<file path="src/design/tpt_svf_pkg.sv">
// Shared types, codes and helpers for the trapezoidal state variable filter.
`timescale 1ns / 1ps

package tpt_svf_pkg;

    localparam int STATE_W = 32;
    localparam int OP_W    = 33;
    localparam int PROD_W  = 2 * OP_W;
    localparam int EXT_W   = 40;
    localparam int CFG_IDX_W = 3;

    typedef logic signed [STATE_W-1:0] state_word_t;
    typedef logic signed [PROD_W-1:0]  prod_t;
    typedef logic signed [EXT_W-1:0]   ext_t;

    typedef enum logic [CFG_IDX_W-1:0] {
        CFG_A1      = 3'd0,
        CFG_A2      = 3'd1,
        CFG_A3      = 3'd2,
        CFG_DAMPING = 3'd3,
        CFG_GAIN    = 3'd4,
        CFG_MODE    = 3'd5
    } cfg_idx_t;

    localparam logic [1:0] MODE_HIGHPASS = 2'd1;
    localparam logic [1:0] MODE_BANDPASS = 2'd2;

    typedef enum logic [3:0] {
        S_IDLE,
        S_MUL1,
        S_MUL2,
        S_MUL3,
        S_MUL4,
        S_MUL5,
        S_FILT,
        S_GAIN,
        S_ROUND
    } svf_state_t;

    typedef struct packed {
        logic                   en;
        logic signed [OP_W-1:0] op_a;
        logic signed [OP_W-1:0] op_b;
    } mul_req_t;

    function automatic state_word_t sat32(input ext_t v);
        ext_t hi;
        ext_t lo;
        hi = EXT_W'(64'sd2147483647);
        lo = -hi - EXT_W'(64'sd1);
        if (v > hi) begin
            sat32 = STATE_W'(hi);
        end else if (v < lo) begin
            sat32 = STATE_W'(lo);
        end else begin
            sat32 = STATE_W'(v);
        end
    endfunction

endpackage

</file>
<file path="src/design/tpt_svf_mul.sv">
// Shared signed multiplier with a registered product.
`timescale 1ns / 1ps

module tpt_svf_mul (
    input  logic                   aclk,
    input  tpt_svf_pkg::mul_req_t  req,
    output tpt_svf_pkg::prod_t     prod
);
    import tpt_svf_pkg::*;

    prod_t prod_reg;

    always_ff @(posedge aclk) begin
        if (req.en) begin
            prod_reg <= req.op_a * req.op_b;
        end
    end

    assign prod = prod_reg;

endmodule

</file>
<file path="config.mk">
export PLATFORM = sky130hd
export DESIGN_NAME = tpt_svf_mul
export DESIGN_NICKNAME = d
export VERILOG_FILES = /design/src/design/tpt_svf_pkg.sv /design/src/design/tpt_svf_mul.sv
export SDC_FILE = /design/constraint.sdc
export NUM_CORES = 2
export LEC_CHECK = 0
export ABC_AREA = 1
export BUFFER_PORTS_ARGS = -buffer_cell sky130_fd_sc_hd__buf_2
export CAP_MARGIN = 20
export CORE_MARGIN = 5
export CORE_UTILIZATION = 40
export CTS_CLUSTER_DIAMETER = 120
export DETAILED_ROUTE_END_ITERATION = 12
export SETUP_SLACK_MARGIN = 0.1
export SYNTH_ARGS = -nofsm -noshare
export SYNTH_HDL_FRONTEND = slang
export SYNTH_SLANG_ARGS = --single-unit
</file>
<file path="constraint.sdc">
create_clock -name aclk -period 9.6 [get_ports aclk]
set_clock_uncertainty 0.2 [all_clocks]
set_input_delay 0.48 -clock aclk [delete_from_list [all_inputs] [get_ports aclk]]
set_output_delay 0.48 -clock aclk [all_outputs]
set_load 0.01 [all_outputs]
</file>
==> summary.md <==
| Metric | Value |
|---|---|
| Post-synth top area cell | `fa_1` |
| Die height | `roughly 340 microns` |
| Crit-path max FO | `33` |
| Fmax | `roughly 0.12 GHz` |
| Port buffer count | `133` |
| Crit path kind | `primary input to flop` |
| Number of global-route vias before repair | `36716` |
| Post-synthesis instance total | `around 5500` |
| CP max stage cell | `fa_1` |
| Initial antenna violation count | `8` |
| Post-route cell area | `45840 sq um` |
| Setup_tns | `0 ps` |
| Worst Max-Slew Pin Slew | `1087 ps` |
| Global route hottest layer | `met2` |
| WP data required | `9510 ps` |
| Total Routed Length | `124.1 mm` |
| TritonCTS Sinks | `between 60 and 70` |
| Mean Syn Cell Area | `7.908 sq um` |
| Final min period | `8123 ps` |
| Crit path largest cell delay | `~1100 ps` |
| Met3 Use GR | `2.154%` |
| Crit end category | `flop` |
| Mapped Area | `43830 sq um` |
| Die area | `116300 sq um` |
| GRT Overall Usage | `22.27%` |
| Unique cell type count in the Yosys netlist | `35` |
| CTS tree | `done` |
| Drt drc | `0` |
| Crit path launch | `req[7]` |
| Final hold violation count | `0` |
| Residual overflow from global routing | `0` |
| CTS clk-pin slew, worst paths | `60 ps` |
| Hold path start | `req[66]` |
| Hold endpoint | `prod[11]` |
| GP Congestion | `0.9439` |
| Worst path cell trace | `buf_2, nand2_1, inv_1, fa_1, fa_1, inv_1, fa_1, inv_1, fa_1, fa_1, fa_1, fa_1, inv_1, fa_1, inv_1, ha_1, nand2_1, nor2_1, nand2_1, nor4_1, nand2_1, nand3_1, nand2_1` |
| First-pass GRT wire length | `between 200 and 250 mm` |
| Placed inst area | `45500 sq um` |
| Initial core utilization | `40.27%` |
| Critical path arrival | `8040 ps` |
| Max-slew violations | `0` |
| DPL Wire Length | `105.7 mm` |
| Post-synth top area share | `about 52%` |
| DRT antenna net count | `0` |
| Synth Register Bits | `66` |
| RSZ-0062 raised after global routing | `false` |
| Max cap viols | `0` |
| Core Area | `108900 sq um` |
| Via count | `32670` |
| Max Buffers Root-to-Sink | `2` |
| Core Util, Final | `42.11%` |
| HP Class | `primary input to flop` |
| CTS buffer count | `9` |
| Count of hold-fix buffers inserted at cts | `0` |
| Nets | `roughly 6900` |
| Worst setup SP type | `primary input` |
| Status | `finished, final reports clean` |
| Synth Warn # | `0` |
| Syn nets | `6973` |
| Post CTS Setup Buffer Count | `0` |
| Met2 Use GR | `40.52%` |
| Seq/Total Area, Yosys | `4.521%` |
| DRT Pass-1 Iters | `6` |
| Top cells by area, synth | `fa_1 (52%), inv_1 (16%), nand2_1 (13%), ha_1 (6.2%), edfxtp_1 (4.5%)` |
| IO Pins | `134` |
| CTS HTree Levels | `3` |
| Root buffer cell | `clkbuf_16` |
| Final Cycle Share | `between 80% and 90%` |
| Die X | `341.0 microns` |
| Worst hold stages | `2` |
| WL per Instance | `18.05 microns` |
| Setup violations, final | `0` |
| Post_cts resized | `0` |
| Largest net degree at the start of global routing | `between 60 and 70` |
| Layout area overhead | `4.567%` |
| Cell repeated most along the worst path | `fa_1` |
| Share of post-route cells with drive strength above 1 | `4.361%` |
| Initial DRC count | `between 2000 and 2500` |
| Row Count | `121` |
| GR Util met1 | `28.17%` |
| Vias/cell | `4.751` |
| Relative slew slack | `around 28%` |
| Max reg flops | `66` |
==> layout by cell type (no fill, tap or decap), types with 2 or more instances in the layout <==
cell type	netlist	routed
inv_1	1894	1894
nor3_1	7	7
or2_2	5	5
nand3b_1	3	3
a21o_1	2	2
nand4_1	19	19
fa_1	1145	1145
nand2_1	1517	1517
nor4_1	4	4
clkinvlp_4	0	2
edfxtp_1	66	66
nand2_2	17	17
nor2_2	20	20
o21bai_1	14	14
nand3_2	8	8
diode_2	0	5
a21oi_1	61	61
nor2_4	3	3
o21ai_1	3	3
xnor2_1	4	4
ha_1	217	217
a21oi_2	4	4
clkbuf_16	0	9
nand3_1	70	70
buf_4	0	27
xor2_1	37	37
and2_1	2	2
buf_2	0	133
clkinv_4	0	2
o21ai_0	19	19
nor2_1	131	131
==> layout make-up <==
class / instances / area [sq um]
Inverter: 1895 / 7113
Tap cell: 1414 / 1769
Timing Repair Buffer: 162 / 910.9
Clock inverter: 6 / 67.56
Fill cell: 11048 / 63020
Clock buffer: 10 / 229.0
Antenna cell: 5 / 12.51
Multi-Input combinational cell: 3319 / 33750
Sequential cell: 66 / 1982
==> metrics by stage <==
stage          setup WS [ps]  instances  hold slack, ps
2_1_floorplan           2024       5543           392.5
3_3_place_gp            1190       6854           690.9
3_5_place_dp            1106       6855           691.6
4_1_cts                 1472       6871           693.6
5_1_grt                 1026       6875           716.8
6_report                1477       6877           669.3
==> cell usage after synthesis <==
cell      count
inv_1      1894
nand2_1    1517
fa_1       1145
clkbuf_1    262
ha_1        217
nor2_1      131
nand3_1      70
edfxtp_1     66
a21oi_1      61
xor2_1       37
nor2_2       20
nand4_1      19
o21ai_0      19
nand2_2      17
o21bai_1     14
nand3_2       8
nor3_1        7
or2_2         5
a21oi_2       4
nor4_1        4
xnor2_1       4
nand3b_1      3
nor2_4        3
o21ai_1       3
a21o_1        2
and2_1        2
a21boi_0      1
and2_0        1
buf_1         1
inv_2         1
nor3_2        1
nor4_2        1
o21a_1        1
o21ai_2       1
or2_1         1
==> kinds of logic (layout without fill, tap and decap cells) <==
kind of cell	count (synthesis)	after routing	synth area share [%]
AO/OA/AOI/OAI	106	106	1.356
buffers and inverters	2158	2073	18.48
adder cells (fa/ha/maj)	1362	1362	58.49
XOR/XNOR	41	41	0.8192
flip-flops	66	66	4.521
AND/OR/NAND/NOR	1810	1810	16.34
other	0	5	0
==> critical path: cells and delay by family <==
kind                     cells  cell delay, ps
adder cells (fa/ha/maj)      9            5200
AND/OR/NAND/NOR              8            1310
buffers and inverters        6            1020
==> worst max-delay path by stage <==
stage	to	slack, ps	cells past startpoint
4_1_cts	prod[64]	1470	26
3_3_place_gp	prod[64]	1190	26
6_report	prod[64]	1480	23
2_1_floorplan	prod[60]	2020	23
3_5_place_dp	prod[64]	1110	26
5_1_grt	prod[63]	1030	26
==> layer usage <==
metal | part of all wire [%] | vias up | wire length (microns)
met3 | 4.7 | 226 | 5798
met2 | 51 | 873 | 63630
met4 | 3.4 | 4 | 4266
met5 | 0.022 | - | 27
met1 | 41 | 16700 | 50430
li1 | - | 14867 | -
Power is left out: the tool's default activity adds up to more than one toggle a clock period on the data nets, which glitch-free logic cannot reach.
